## src/pce_gmr_pkg.sv

```systemverilog
// Shared types and constants for the multiplexed gamepad reader.
// No dependencies; imported by pce_gamepad_mux_reader.
package pce_gmr_pkg;

   // Scan sequencer phases
   typedef enum logic [2:0] {
      PH_IDLE   = 3'd0,
      PH_DPAD   = 3'd1,
      PH_BTN    = 3'd2,
      PH_CLR_HI = 3'd3,
      PH_CLR_LO = 3'd4,
      PH_SIG    = 3'd5,
      PH_EXT    = 3'd6
   } phase_type;

   // Configuration register indexes
   localparam logic [1:0] CSR_POLL_INTERVAL = 2'd0;
   localparam logic [1:0] CSR_SETTLE        = 2'd1;
   localparam logic [1:0] CSR_DEBOUNCE      = 2'd2;
   localparam logic [1:0] CSR_SIX_ENABLE    = 2'd3;

   // Reset values of the configuration registers
   localparam logic [23:0] POLL_INTERVAL_RST = 24'd16666;
   localparam logic [7:0]  SETTLE_RST        = 8'd6;
   localparam logic [23:0] DEBOUNCE_RST      = 24'd300000;
   localparam logic        SIX_ENABLE_RST    = 1'b1;

   // Nibble values
   localparam logic [3:0] NIBBLE_ONES = 4'hF;
   localparam logic [3:0] NIBBLE_ZERO = 4'h0;

   localparam int unsigned CFG_WIDTH = 24;

endpackage

```

## src/pce_gamepad_mux_reader.sv

```systemverilog
// Multiplexed gamepad reader with optional six-button bank, one tick per transaction.
// Depends on pce_gmr_pkg (phase type, register indexes, reset constants).
//
// Each req transaction is one time tick carrying the sampled pad data lines; each tick
// yields exactly one rsp transaction with the SEL/CLR levels to drive from that tick on,
// the button report of a completed poll and the debounced connect state. The whole tick
// update is one pass of short logic from the sequencer and timer registers into the
// result register, so the block takes one transaction per clock cycle while rsp is not stalled.
// req_tready is high while the result register is empty or is being taken in the same
// cycle, so a new tick enters while the previous result is handed over; only a stalled
// rsp side holds the input back. A scan spans several ticks (settle waits after each
// SEL or CLR change), but that is time measured in ticks, not clock cycles.
// The configuration channel is always ready; writes are meant while no tick is in flight.
// Register indexes: 0 poll interval, 1 settle ticks, 2 debounce ticks, 3 six-button enable.
module pce_gamepad_mux_reader
   import pce_gmr_pkg::*;
#(
   parameter int unsigned TIMER_WIDTH = 24   // presence debounce counter width, 20..32
) (
   input  logic        clock,
   input  logic        reset,
   // tick input: [3:0] data_nibble, [7:4] zero
   input  logic        req_tvalid,
   output logic        req_tready,
   input  logic [7:0]  req_tdata,
   // result: [0] sel_level, [1] clr_level, [2] report_valid, [14:3] pressed,
   //         [15] connected, [16] six_pad, [17] disconnect_event, [23:18] zero
   output logic        rsp_tvalid,
   input  logic        rsp_tready,
   output logic [23:0] rsp_tdata,
   // configuration write channel
   input  logic        csr_valid,
   output logic        csr_ready,
   input  logic [1:0]  csr_index,
   input  logic [23:0] csr_data
);

   localparam int unsigned CMP_WIDTH = (TIMER_WIDTH > CFG_WIDTH) ? TIMER_WIDTH : CFG_WIDTH;
   localparam logic [TIMER_WIDTH-1:0] ELAPSED_MAX = {TIMER_WIDTH{1'b1}};
   localparam logic [TIMER_WIDTH-1:0] ELAPSED_ONE = TIMER_WIDTH'(1);

   // configuration
   logic [23:0] poll_interval_ff;
   logic [7:0]  settle_cfg_ff;
   logic [23:0] debounce_ff;
   logic        six_enable_ff;

   // sequencer and scan state
   phase_type                phase_ff, phase_in;
   logic [7:0]               settle_ff, settle_in;
   logic [23:0]              poll_timer_ff, poll_timer_in;
   logic [3:0]               dpad_ff, dpad_in;
   logic [3:0]               button_ff, button_in;
   logic [3:0]               sig_ff, sig_in;
   logic [3:0]               ext_ff, ext_in;
   logic                     six_flag_ff, six_flag_in;
   logic                     connected_ff, connected_in;
   logic                     presence_ff, presence_in;
   logic [TIMER_WIDTH-1:0]   elapsed_ff, elapsed_in;

   // result register
   logic        rsp_valid_ff;
   logic [23:0] rsp_data_ff, rsp_data_in;

   logic        req_accept;
   logic [3:0]  d;
   logic        done;
   logic [7:0]  settle_load;
   logic [23:0] poll_load;
   logic [7:0]  normal;
   logic        present;
   logic        stable;
   logic        report_valid;
   logic [11:0] pressed;
   logic        disc;
   logic        sel_level;
   logic        clr_level;
   logic [TIMER_WIDTH-1:0] elapsed_inc;

   assign req_tready = !rsp_valid_ff || rsp_tready;
   assign req_accept = req_tvalid && req_tready;
   assign csr_ready  = 1'b1;
   assign rsp_tvalid = rsp_valid_ff;
   assign rsp_tdata  = rsp_data_ff;

   assign d           = req_tdata[3:0];
   assign settle_load = (settle_cfg_ff == 8'd0) ? 8'd1 : settle_cfg_ff;
   assign poll_load   = (poll_interval_ff == 24'd0) ? 24'd1 : poll_interval_ff;
   assign elapsed_inc = (elapsed_ff == ELAPSED_MAX) ? elapsed_ff : elapsed_ff + ELAPSED_ONE;

   // next state of the scan sequencer
   always_comb begin
      phase_in  = phase_ff;
      settle_in = settle_ff;
      done      = 1'b0;
      if (phase_ff != PH_IDLE) begin
         if (settle_ff > 8'd1) begin
            settle_in = settle_ff - 8'd1;
         end else begin
            settle_in = 8'd0;
            unique case (phase_ff)
               PH_DPAD: begin
                  phase_in  = PH_BTN;
                  settle_in = settle_load;
               end
               PH_BTN: begin
                  if (six_enable_ff) begin
                     phase_in  = PH_CLR_HI;
                     settle_in = settle_load;
                  end else begin
                     done = 1'b1;
                  end
               end
               PH_CLR_HI: begin
                  phase_in  = PH_CLR_LO;
                  settle_in = settle_load;
               end
               PH_CLR_LO: begin
                  phase_in  = PH_SIG;
                  settle_in = settle_load;
               end
               PH_SIG: begin
                  phase_in  = PH_EXT;
                  settle_in = settle_load;
               end
               PH_EXT: begin
                  done = 1'b1;
               end
               default: begin
                  phase_in = PH_IDLE;
               end
            endcase
         end
      end
      if (done) begin
         phase_in  = PH_IDLE;
         settle_in = 8'd0;
      end
      // next scan starts as soon as the reader is idle and the poll is due
      poll_timer_in = poll_timer_ff;
      if (phase_in == PH_IDLE && poll_timer_ff == 24'd0) begin
         phase_in      = PH_DPAD;
         settle_in     = settle_load;
         poll_timer_in = poll_load;
      end
      if (poll_timer_in != 24'd0) begin
         poll_timer_in = poll_timer_in - 24'd1;
      end
   end

   // data captured by the scan, presence debounce and report
   always_comb begin
      dpad_in      = dpad_ff;
      button_in    = button_ff;
      sig_in       = sig_ff;
      ext_in       = ext_ff;
      six_flag_in  = six_flag_ff;
      connected_in = connected_ff;
      presence_in  = presence_ff;
      elapsed_in   = elapsed_inc;
      disc         = 1'b0;
      report_valid = 1'b0;
      pressed      = 12'd0;

      if (phase_ff != PH_IDLE && settle_ff <= 8'd1) begin
         case (phase_ff)
            PH_DPAD: dpad_in = d;
            PH_BTN: begin
               button_in = d;
               if (!six_enable_ff) begin
                  six_flag_in = 1'b0;
                  ext_in      = NIBBLE_ONES;
               end
            end
            PH_SIG: sig_in = d;
            PH_EXT: begin
               if (sig_ff == NIBBLE_ZERO && dpad_ff != NIBBLE_ZERO) begin
                  six_flag_in = 1'b1;
                  ext_in      = d;
               end else begin
                  six_flag_in = 1'b0;
                  ext_in      = NIBBLE_ONES;
               end
            end
            default: ;
         endcase
      end

      normal  = {button_in, dpad_in};
      present = (normal != 8'd0);
      stable  = 1'b0;
      if (done) begin
         if (present != presence_ff) begin
            presence_in = present;
            elapsed_in  = '0;
         end
         stable = CMP_WIDTH'(elapsed_in) >= CMP_WIDTH'(debounce_ff);
         if (stable && present && !connected_ff) begin
            connected_in = 1'b1;
         end else if (stable && !present && connected_ff) begin
            connected_in = 1'b0;
            disc         = 1'b1;
         end
         if (connected_in) begin
            report_valid = 1'b1;
            pressed      = {(six_flag_in ? ~ext_in : 4'h0), ~normal};
         end
      end

      sel_level   = (phase_in == PH_DPAD) || (phase_in == PH_SIG);
      clr_level   = (phase_in == PH_CLR_HI);
      rsp_data_in = {6'd0, disc, six_flag_in, connected_in, pressed,
                     report_valid, clr_level, sel_level};
   end

   // configuration registers
   always_ff @(posedge clock) begin
      if (reset) begin
         poll_interval_ff <= POLL_INTERVAL_RST;
         settle_cfg_ff    <= SETTLE_RST;
         debounce_ff      <= DEBOUNCE_RST;
         six_enable_ff    <= SIX_ENABLE_RST;
      end else if (csr_valid && csr_ready) begin
         unique case (csr_index)
            CSR_POLL_INTERVAL: poll_interval_ff <= csr_data;
            CSR_SETTLE:        settle_cfg_ff    <= csr_data[7:0];
            CSR_DEBOUNCE:      debounce_ff      <= csr_data;
            CSR_SIX_ENABLE:    six_enable_ff    <= csr_data[0];
            default: ;
         endcase
      end
   end

   // tick state, updated once per accepted transaction
   always_ff @(posedge clock) begin
      if (reset) begin
         phase_ff      <= PH_IDLE;
         settle_ff     <= 8'd0;
         poll_timer_ff <= 24'd0;
         dpad_ff       <= NIBBLE_ZERO;
         button_ff     <= NIBBLE_ZERO;
         sig_ff        <= NIBBLE_ZERO;
         ext_ff        <= NIBBLE_ONES;
         six_flag_ff   <= 1'b0;
         connected_ff  <= 1'b0;
         presence_ff   <= 1'b0;
         elapsed_ff    <= '0;
      end else if (req_accept) begin
         phase_ff      <= phase_in;
         settle_ff     <= settle_in;
         poll_timer_ff <= poll_timer_in;
         dpad_ff       <= dpad_in;
         button_ff     <= button_in;
         sig_ff        <= sig_in;
         ext_ff        <= ext_in;
         six_flag_ff   <= six_flag_in;
         connected_ff  <= connected_in;
         presence_ff   <= presence_in;
         elapsed_ff    <= elapsed_in;
      end
   end

   // result register
   always_ff @(posedge clock) begin
      if (reset) begin
         rsp_valid_ff <= 1'b0;
      end else if (req_accept) begin
         rsp_valid_ff <= 1'b1;
      end else if (rsp_tready) begin
         rsp_valid_ff <= 1'b0;
      end
   end

   always_ff @(posedge clock) begin
      if (req_accept) begin
         rsp_data_ff <= rsp_data_in;
      end
   end

   // a report is only issued while connected
   assert property (@(posedge clock) disable iff (reset)
      rsp_valid_ff && rsp_data_ff[2] |-> rsp_data_ff[15])
      else $error("report without connected pad");

   // a disconnect transaction always shows the pad disconnected, with no report
   assert property (@(posedge clock) disable iff (reset)
      rsp_valid_ff && rsp_data_ff[17] |-> !rsp_data_ff[15] && !rsp_data_ff[2])
      else $error("disconnect event with pad still connected");

   // pressed bits are zero outside a report
   assert property (@(posedge clock) disable iff (reset)
      rsp_valid_ff && !rsp_data_ff[2] |-> rsp_data_ff[14:3] == 12'd0)
      else $error("pressed bits set without report");

   // an idle reader with the poll due starts a scan on the next tick
   assert property (@(posedge clock) disable iff (reset)
      req_accept && phase_ff == PH_IDLE && poll_timer_ff == 24'd0 |=> phase_ff == PH_DPAD)
      else $error("due poll did not start a scan");

   // the settle timer is clear whenever the sequencer is idle
   assert property (@(posedge clock) disable iff (reset)
      phase_ff == PH_IDLE |-> settle_ff == 8'd0)
      else $error("settle timer running while idle");

endmodule
```

## config.mk

```make
export PLATFORM = sky130hd
export DESIGN_NAME = pce_gamepad_mux_reader
export DESIGN_NICKNAME = d
export VERILOG_FILES = /design/src/pce_gmr_pkg.sv /design/src/pce_gamepad_mux_reader.sv
export SDC_FILE = /design/constraint.sdc
export NUM_CORES = 1
export LEC_CHECK = 0
export BUFFER_PORTS_ARGS = -buffer_cell sky130_fd_sc_hd__buf_2
export CORE_ASPECT_RATIO = 0.6
export CORE_MARGIN = 3
export CORE_UTILIZATION = 45
export DETAILED_ROUTE_END_ITERATION = 8
export GPL_ROUTABILITY_DRIVEN = 1
export HOLD_SLACK_MARGIN = 0.12
export PLACE_DENSITY = 0.77
export REMOVE_ABC_BUFFERS = 1
export SLEW_MARGIN = 30
export SYNTH_ARGS = -nofsm -noshare
export SYNTH_HDL_FRONTEND = slang
export SYNTH_SLANG_ARGS = --single-unit
```

## constraint.sdc

```tcl
create_clock -name clock -period 4.6 [get_ports clock]
set_input_delay 0.46 -clock clock [delete_from_list [all_inputs] [get_ports clock]]
set_output_delay 0.46 -clock clock [all_outputs]
set_load 0.005 [all_outputs]
```

Word level (Yosys, flattened, before mapping)
Index checks and enable logic that the tools add are counted.
W data, S select, Z words.
Word-level totals
  flip-flop bits (word level): 154
  bits of input ports: 39
  output and inout port bits: 27
Cells by class
  bitwise gates (word level): 3
  magnitude comparators: 3
  $add $sub $neg: 3
  reduce and logical (&&, ||, !) cells: 36
  equal/unequal tests: 14
  muxes and demuxes: 44
Operator list (number)
  $mux W24: 7
  $logic_not A24 Y1: 2
  $mux W8: 6
  $mux W4: 7
  $add A24 B1 Y24 const B: 1
  $eq A24 B24 Y1 const B: 1
  $ge A24 B24 Y1: 1
  $reduce_bool A24 Y1: 1
  $sub A24 B1 Y24 const B: 1
  $pmux W3 S6: 1
  $pmux W8 S2: 1
  $mux W3: 5
  $mux W1: 14
  $eq A3 B3 Y1 const B: 4
  $reduce_and A2 Y1: 6
  $eq A3 B2 Y1 const B: 3
  $reduce_and A3 Y1: 3
  $gt A8 B1 Y1 const B: 1
  $le A8 B1 Y1 const B: 1
  $logic_and A1 B1 Y1: 8
  $logic_not A8 Y1: 1
  $not A8 Y8: 1
  $pmux W4 S2: 1
  $reduce_bool A8 Y1: 1
  other kinds (18): 25

Logic depth before layout (Yosys ltp)
Gate-level depths: netlist of run 1.
  depth in word-level cells: 14
  depth in mapped cells: 23
  depth with buffers taken out: 18

Worst setup path after synthesis of run 1
Ideal clock, no wire load.
  path type: register to register
  start point: register settle_ff[2]
  end point: register rsp_data_ff[11], in the netlist rsp_tdata[11] (data pin)
  required time: 4.333 ns
  cell stages (with the launch flop): 20
  period minus slack after synthesis: 4.755 ns
  slack: -0.155 ns
  data arrival time: 4.488 ns
  path buffers: 3
  cells stage by stage: dfxtp_1 > or4_1 > buf_2 > nor3_2 > and3_1 > clkbuf_1 > o221ai_1 > xor2_1 > clkbuf_1 > nor2_1 > ha_1 > a21o_1 > a21o_1 > a211oi_1 > o21ai_0 > o211ai_1 > a31oi_1 > or2_2 > o21ai_0 > nor2_1
Between the ends
  word-level cells in the longest chain between the ends: 14
  elaborated cells on any way between the ends: 24
RTL lines
  start: declaration: RTL line pce_gamepad_mux_reader.sv:50  | logic [7:0] settle_ff, settle_in;
  start signal: assignment: RTL line pce_gamepad_mux_reader.sv:250  | settle_ff <= settle_in;
  $le A8 B1 Y1: RTL line pce_gamepad_mux_reader.sv:165  | if (phase_ff != PH_IDLE && settle_ff <= 8'd1) begin
  $logic_and A1 B1 Y1: RTL line pce_gamepad_mux_reader.sv:165
  $mux W4: RTL line pce_gamepad_mux_reader.sv:165
  $reduce_bool A8 Y1: RTL line pce_gamepad_mux_reader.sv:190  | present = (normal != 8'd0);
  $ne A1 B1 Y1: RTL line pce_gamepad_mux_reader.sv:193  | if (present != presence_ff) begin
  $mux W24: RTL line pce_gamepad_mux_reader.sv:193
  $mux W24: RTL line pce_gamepad_mux_reader.sv:192  | if (done) begin
  $ge A24 B24 Y1: RTL line pce_gamepad_mux_reader.sv:197  | stable = CMP_WIDTH'(elapsed_in) >= CMP_WIDTH'(debounce_ff);
  $logic_and A1 B1 Y1 (2 in a row): RTL line pce_gamepad_mux_reader.sv:200  | end else if (stable && !present && connected_ff) begin
  $mux W1: RTL line pce_gamepad_mux_reader.sv:200
  $mux W1: RTL line pce_gamepad_mux_reader.sv:198  | if (stable && present && !connected_ff) begin
  $mux W1: RTL line pce_gamepad_mux_reader.sv:192
  $reduce_and A3 Y1 (no line)
  end signal: assignment: RTL line pce_gamepad_mux_reader.sv:276  | rsp_data_ff <= rsp_data_in;
  end: declaration: RTL line pce_gamepad_mux_reader.sv:63  | logic [23:0] rsp_data_ff, rsp_data_in;
Several ways; a longest one is shown, not always the timed one. The select of a mux whose other input is x is not followed.
A chain may end at the register's enable or synchronous reset.

Worst setup path in the final report of run 1
  start point: register settle_ff[2]
  end point: register poll_timer_ff[19]
Between the ends
  word-level cells in the longest chain between the ends: 9
  elaborated cells on any way between the ends: 12
RTL lines
  $gt A8 B1 Y1 *: RTL line pce_gamepad_mux_reader.sv:97  | if (settle_ff > 8'd1) begin
  $mux W3 / $mux W1 (equally long branches): RTL line pce_gamepad_mux_reader.sv:97
  $mux W3 / $mux W1 (equally long branches): RTL line pce_gamepad_mux_reader.sv:96  | if (phase_ff != PH_IDLE) begin
  $mux W3 *: RTL line pce_gamepad_mux_reader.sv:135  | if (done) begin
  $logic_not A3 Y1 *: RTL line pce_gamepad_mux_reader.sv:141  | if (phase_in == PH_IDLE && poll_timer_ff == 24'd0) begin
  $logic_and A1 B1 Y1 *: RTL line pce_gamepad_mux_reader.sv:141
  $mux W24 *: RTL line pce_gamepad_mux_reader.sv:141
  $sub A24 B1 Y24 / $reduce_bool A24 Y1 (equally long branches): RTL line pce_gamepad_mux_reader.sv:147, pce_gamepad_mux_reader.sv:146
  $mux W24 *: RTL line pce_gamepad_mux_reader.sv:146  | if (poll_timer_in != 24'd0) begin
  end signal: assignment: RTL line pce_gamepad_mux_reader.sv:251  | poll_timer_ff <= poll_timer_in;
  end: declaration: RTL line pce_gamepad_mux_reader.sv:51  | logic [23:0] poll_timer_ff, poll_timer_in;
Every way passes the cells marked *; elsewhere a longest branch is shown, timed or not.

==> results of run 1 <==
==> final cells by class <==
class / count / area share, %
Timing Repair Buffer: 105 / 6.694
Clock buffer: 19 / 4.438
Clock inverter: 13 / 1.066
Multi-Input combinational cell: 841 / 51.40
Tap cell: 240 / 3.009
Sequential cell: 150 / 31.89
Inverter: 40 / 1.504
==> power by group <==
part	total, mW	internal [mW]	switching [mW]
Clock	1.31	0.752	0.560
Sequential	1.62	1.47	0.146
Combinational	2.72	1.04	1.67
Total	5.64	3.27	2.38
==> worst max-delay path, cell delays in order (launching register included) <==
cell and delay [ps]:
dfxtp_1 310, or4_1 560, buf_4 180, or3_1 500
o31ai_4 360, and2_1 220, a31o_2 240, a21oi_1 120
ha_1 230, nand2b_1 90, nor4_1 60, o311a_4 160
o311ai_4 160, nand3_4 200, nor4b_1 450, mux2_1 370
nor3_1 150
==> flip-flops by register name, indices dropped and copies added, names as in the netlist <==
name,cells
debounce_ff,24
elapsed_ff,24
poll_interval_ff,24
poll_timer_ff,24
rsp_tdata,18
settle_cfg_ff,8
settle_ff,8
button_ff,4
dpad_ff,4
sig_ff,4
phase_ff,3
connected_ff,1
presence_ff,1
rsp_tvalid,1
six_enable_ff,1
six_flag_ff,1
==> timing repair <==
| action | in CTS | in global routing |
|---|---|---|
| hold buffers | 0 | 0 |
| setup endpoints to repair | 8 | 35 |
| setup buffers | 0 | 1 |
| cloned | 0 | 1 |
| resized for setup | 1 | 9 |
| pin swaps | 0 | 1 |
==> kinds of logic (layout without fill, tap and decap cells) <==
group           after synthesis  after routing  synth area share, %
simple gates                505            505                28.17
xor+xnor                     40             40                4.043
flops                       150            150                36.73
fa+ha+maj                    33             33                4.765
buf+inv                     109            177                5.255
mux                          28             29                3.277
other cells                   2              7              0.08666
compound gates              227            227                17.67
==> layer usage <==
layer	vias to the layer above	share of wire, %	GRT usage [%]
met5	-	0	0
met2	364	40	31.03
li1	4001	-	-
met1	3842	50	35.46
met4	0	0.98	5.345
met3	28	9.6	5.099
==> stage by stage <==
step	instance area [um2]	cells
after global routing	9981	1408
after global placement	9353	1374
after floorplan	8379	1030
after CTS	9906	1406
final	9981	1408
after detailed placement	9353	1374
==> path summary, 6_finish.rpt <==
kind         cells past startpoint                        endpoint                   startpoint  slack, ps
max reg2reg                     16  poll_timer_ff[19]$_SDFFE_PP0P_    settle_ff[2]$_SDFFE_PP0P_        160
min                              3     debounce_ff[9]$_SDFFE_PP1P_                  csr_data[9]        270
max                             16  poll_timer_ff[19]$_SDFFE_PP0P_    settle_ff[2]$_SDFFE_PP0P_        160
min reg2reg                      2     debounce_ff[4]$_SDFFE_PP0P_  debounce_ff[4]$_SDFFE_PP0P_        460
==> cells in the final DEF, fill, tap and decap left out, types with 14 or more instances in the layout <==
cell       Yosys  final
nand2_1      176    176
nor4_1        17     16
nor2_1       115    114
inv_1         39     39
clkbuf_16      0     17
xor2_1        20     19
nand3_1       35     35
o21ai_0       35     35
ha_1          33     33
edfxtp_1      18     18
a21o_1        15     15
xnor2_1       20     20
mux2i_1       25     24
buf_4          8     51
nand4_1       14     14
buf_2          7     53
nand3b_1      18     18
nor3_1        39     39
or3_1         17     17
a21oi_1       85     84
dfxtp_1      132    132
==> impl_metrics.csv, run 1 <==
group,metric,value,unit
worst_hold_path,hold_path.class,"input port to flop",
routing,drc,0,
run_status,status,"finished clean",
floorplanning,die_area,21010,um2
global_route,grt_max_degree,72,
clock_network,cts_tree,"built",
clock_network,htree_num_levels,4,
synthesis,synth_top_area_share,30.49,%
routing,wirelength,23.62,mm
critical_path,worst_setup_path_end_kind,"flop",
synthesis,ys_ff_latch,150,
floorplanning,num_io_pins,66,
synthesis,synth.area.top_cells,"dfxtp_1 (30%), nand2_1 (7.6%), edfxtp_1 (6.2%)",
timing,skew,12.00,ps
clock_network,cts_made_buffers,17,
timing,period_share,96.43,%
routing,drt_iter0_markers,942,
critical_path,critPathMaxFanout,8,
timing,hold_viol,0,
floorplanning,initial_core_util,46.98,%
synthesis,synth.cell_area,8666,um2
routing,via_per_inst,5.849,
synthesis,yosysMostFrequentCell,"nand2_1",
cells_and_area,fillers,1707,
global_route,grt_pass1_vias,7400,
floorplanning,design.core.area,18450,um2
synthesis,ys_seq_area_share,36.73,%
timing,tightest_slew,787.5,ps
timing,slew_viol_final,0,
cells_and_area,seqCellArea,3183,um2
clock_network,clk_latency,430,ps
timing,max_slew_margin,47.50,%
floorplanning,die_w,185.2,um
clock_network,cts_buffer_depth,2,
global_route,grt_use_total,22.61,%
power_and_ir_drop,p_leak,4.035,nW
routing,num_vias,8235,
run,cap_violations,0,
routing,firstDrtPassIters,5,
synthesis,ys.warnings.count,0,
placement,pre_cts_ws,-8.508,ps
cells_and_area,nets,1227,
timing,fin_ws,164.0,ps
global_route,gr-total-overflow,0,
power_and_ir_drop,ir_worst_vdd,334.0,uV
synthesis,synth_ff_type,"dfxtp_1",
power_and_ir_drop,power,5.645,mW
global_route,grt_pass1_wl,38.52,mm
power_and_ir_drop,power_density,565.6,nW/um2
placement,gp_congestion,0.9358,
synthesis,synthCells,1094,
timing,holdWs,268.2,ps
synthesis,synth_commonest_cells,"nand2_1 (176), dfxtp_1 (132), nor2_1 (115)",
global_route,antenna_found_initial,0,
critical_path,timing_worst_setup_path_type,"flop to flop",
clock_network,ctsRootBufferMaster,"clkbuf_16",
timing,setup_viol,0,
placement,io_buffers,54,
floorplanning,fp-row-count,38,
cells_and_area,final_util,54.10,%
timing,finalSetupTns,0,ps
cells_and_area,diodes,0,
critical_path,critPathLaunchType,"flop",
floorplanning,die_h,113.5,um
synthesis,yosysTopAreaCell,"dfxtp_1",
clock_network,clock-sinks,150,
clock_network,path_clk_slew,60,ps
cells_and_area,area_growth,15.17,%
timing,max_freq,225.4,MHz
synthesis,ys_async_sr_fraction,0,%
routing,ant_nets,0,
critical_path,cp.arrival,4780,ps
synthesis,post_synth_num_cell_types,86,
timing,min_period,4436,ps
synthesis,synth_edf_count,18,
placement,hpwl,16.88,mm
synthesis,synth_area_per_cell,7.921,um2
cells_and_area,multiInputGateArea,5130,um2
cells_and_area,drive_above_1_share,14.04,%
routing,avgRoutedWirePerCell,16.78,um
critical_path,crit_required,4940,ps
Note: power is estimated with default switching activity, not from simulation.
==> inputs of run 2 (changes only) <==
--- a/config.mk
+++ b/config.mk
@@ -12,7 +12,7 @@
 export DETAILED_ROUTE_END_ITERATION = 8
 export GPL_ROUTABILITY_DRIVEN = 1
 export HOLD_SLACK_MARGIN = 0.12
-export PLACE_DENSITY = 0.77
+export PLACE_DENSITY = 0.75
 export REMOVE_ABC_BUFFERS = 1
 export SLEW_MARGIN = 30
 export SYNTH_ARGS = -nofsm -noshare
==> constraint.sdc (replaced) <==
create_clock -name clock -period 4.85 [get_ports clock]
set_input_delay 0.485 -clock clock [delete_from_list [all_inputs] [get_ports clock]]
set_output_delay 0.485 -clock clock [all_outputs]
set_load 0.005 [all_outputs]
==> impl_metrics.csv, run 2 (synthesis results as in run 1) <==
group,metric,value,unit
critical_path,ff2ff_setup_slack,340,ps
clock_network,cts_tree,"built",
cells_and_area,mostFrequentLayoutCells,"nand2_1 (176), dfxtp_1 (132), nor2_1 (114), a21oi_1 (85), buf_2 (53)",
timing,rsz0062_at_grt,"no",
timing,tightest_slew,684.5,ps
floorplanning,fp-row-count,38,
worst_hold_path,min_from,"req_tvalid",
critical_path,worst_setup_path_end_kind,"flop",
run_status,status,"finished clean",
power_and_ir_drop,power_density,557.9,nW/um2
timing,setup_viol,0,
cells_and_area,drive_above_1_share,12.37,%
global_route,grt_use_total,22.41,%
routing,avgRoutedWirePerCell,16.86,um
critical_path,r2r_start,"settle_ff[2]$_SDFFE_PP0P_",
timing,min_period,4507,ps
critical_path,critPathMaxFanout,8,
cells_and_area,fillers,1712,
clock_network,htree_num_levels,4,
critical_path,path_buf_inv,1,
power_and_ir_drop,p_int,3.295,mW
floorplanning,num_io_pins,66,
global_route,antenna_found_initial,0,
timing,max_slew_margin,54.20,%
routing,num_vias,8120,
timing,hold_viol,0,
cells_and_area,fin_area,9917,um2
routing,firstDrtPassIters,5,
placement,post_dp_cell_area,9210,um2
placement,gp_congestion,0.9363,
cells_and_area,diodes,0,
clock_network,path_clk_slew,60,ps
cells_and_area,area_growth,14.44,%
global_route,grt_pass1_wl,37.85,mm
cells_and_area,fin_cells,1388,
timing,skew,9.189,ps
worst_hold_path,hold_path.class,"input port to flop",
placement,pre_cts_ws,35.76,ps
floorplanning,die_area,21010,um2
routing,via_per_inst,5.850,
floorplanning,die_h,113.5,um
critical_path,cp.arrival,4860,ps
power_and_ir_drop,p_leak,3.979,nW
critical_path,r2r-end,"poll_timer_ff[11]$_SDFFE_PP0P_",
timing,max_freq,221.9,MHz
worst_hold_path,hold_depth,3,
placement,dp.cells,1355,
clock_network,postCtsSetupRepairBufs,0,
critical_path,worst_path_most_repeated_cell,"a21oi_1",
clock_network,clk_latency,430,ps
critical_path,critPathLaunchType,"flop",
power_and_ir_drop,p_comb_share,46.0,%
global_route,gr-total-overflow,0,
clock_network,cts_buffer_depth,2,
floorplanning,design.core.area,18450,um2
critical_path,worst_path_largest_cell_delay,620,ps
critical_path,cp_cell_sequence,"or4_1 -> buf_4 -> nor4_2 -> nand2_1 -> and2_1 -> a31o_2 -> a21oi_1 -> ha_1 -> nand2b_1 -> nor4_1 -> o311a_4 -> o311ai_4 -> and4_1 -> a31o_1 -> a21o_1 -> a21oi_1",
cells_and_area,nets,1207,
global_route,grt_pass1_vias,7160,
power_and_ir_drop,netSwitchingFraction,40.44,%
critical_path,r2r_cells,16,
timing,slew_viol_final,0,
routing,drt_iter0_markers,816,
global_route,grt_max_degree,64,
floorplanning,initial_core_util,46.98,%
routing,ant_nets,0,
critical_path,crit_required,5210,ps
power_and_ir_drop,ir_worst_vdd,346.7,uV
cells_and_area,final_common_cell,"nand2_1",
clock_network,cts_made_buffers,17,
routing,wirelength,23.40,mm
worst_hold_path,holdPathEnd,"rsp_tvalid$_SDFFE_PP0P_",
power_and_ir_drop,power_switching,2.238,mW
floorplanning,die_w,185.2,um
timing,fin_ws,343.3,ps
routing,drc,0,
timing,period_share,92.92,%
critical_path,cp_slowest_cell,"or4_1",
placement,io_buffers,54,
power_and_ir_drop,p_clk_share,26.0,%
clock_network,clock-sinks,150,
clock_network,ctsRootBufferMaster,"clkbuf_16",
critical_path,path_delay_family,"simple AND/OR/NAND/NOR gates",
power_and_ir_drop,p_seq_share,28.0,%
placement,hpwl,16.58,mm
critical_path,timing_worst_setup_path_type,"flop to flop",
run,cap_violations,0,
run 2: cell count changes in the layout (fill, tap and decap cells not counted), moves of 2 or more:
cell        change
buf_4          -20
bufinv_16       +4
clkbuf_1        +4
clkinv_2        -2
clkinvlp_4      -4
run 2: worst reg2reg max path: cells and delay by family, from the launching register on:
family,cells,cell delay [ps]
AO/OA/AOI/OAI,7,1540
adder cells (fa/ha/maj),1,250
buffers and inverters,1,190
flip-flops,1,370
AND/OR/NAND/NOR,7,2070
run 2: final cells by class:
| cell class | count | area (um2) | area share [%] |
|---|---|---|---|
| Timing Repair Buffer | 85 | 518.0 | 5.223 |
| Clock buffer | 23 | 457.9 | 4.618 |
| Tap cell | 240 | 300.3 | 3.028 |
| Clock inverter | 9 | 173.9 | 1.754 |
| Multi-Input combinational cell | 841 | 5134 | 51.77 |
| Inverter | 40 | 150.1 | 1.514 |
| Sequential cell | 150 | 3183 | 32.10 |
run 2: how the worst max path moves through the flow:
| stage | end | slack (ps) | start | depth (start not counted) |
|---|---|---|---|---|
| floorplan | rsp_tdata[11]$_SDFFCE_PN0P_ | -160 | settle_ff[2]$_SDFFE_PP0P_ | 16 |
| global placement | rsp_tdata[5]$_SDFFCE_PN0P_ | 80 | settle_ff[2]$_SDFFE_PP0P_ | 17 |
| detailed placement | rsp_tdata[7]$_SDFFCE_PN0P_ | 40 | settle_ff[2]$_SDFFE_PP0P_ | 17 |
| CTS | rsp_tdata[7]$_SDFFCE_PN0P_ | 120 | settle_ff[2]$_SDFFE_PP0P_ | 17 |
| global route | poll_timer_ff[11]$_SDFFE_PP0P_ | 40 | settle_ff[2]$_SDFFE_PP0P_ | 16 |
| finish | poll_timer_ff[11]$_SDFFE_PP0P_ | 340 | settle_ff[2]$_SDFFE_PP0P_ | 16 |
run 2: stage by stage:
| step | TNS, ps | power [mW] | hold WS, ps | utilization [%] |
|---|---|---|---|---|
| finish | 0 | 5.533 | 298.8 | 53.76 |
| global placement | 0 | 3.917 | 444.5 | 49.93 |
| global route | 0 | 5.885 | 306.1 | 53.76 |
| floorplan | -2042 | 3.261 | 430.3 | - |
| detailed placement | 0 | 3.969 | 448.1 | 49.93 |
| CTS | 0 | 5.424 | 289.6 | 53.37 |
run 2: per-layer routing:
metal / vias to the layer above / GRT usage, % / share of wire (%)
li1: 3945 / - / -
met1: 3791 / 36.75 / 52
met2: 357 / 29.40 / 38
met3: 27 / 4.621 / 8.7
met4: 0 / 4.795 / 1.1
met5: - / 0 / 0
run 2: timing repair:
| item | 4_1_cts | 5_1_grt |
|---|---|---|
| resized for setup | 1 | 11 |
| cloned | 0 | 1 |
| hold buffers | 0 | 0 |
| endpoints found under the setup margin | 2 | 23 |
| pin swaps | 0 | 1 |
run 2: power groups by stage:
stage | clock network [mW] | logic (mW) | registers, mW
2_1_floorplan | 0 | 1.73 | 1.53
3_3_place_gp | 0 | 2.36 | 1.56
3_5_place_dp | 0 | 2.41 | 1.56
4_1_cts | 1.45 | 2.43 | 1.54
5_1_grt | 1.52 | 2.80 | 1.56
6_report | 1.44 | 2.55 | 1.55
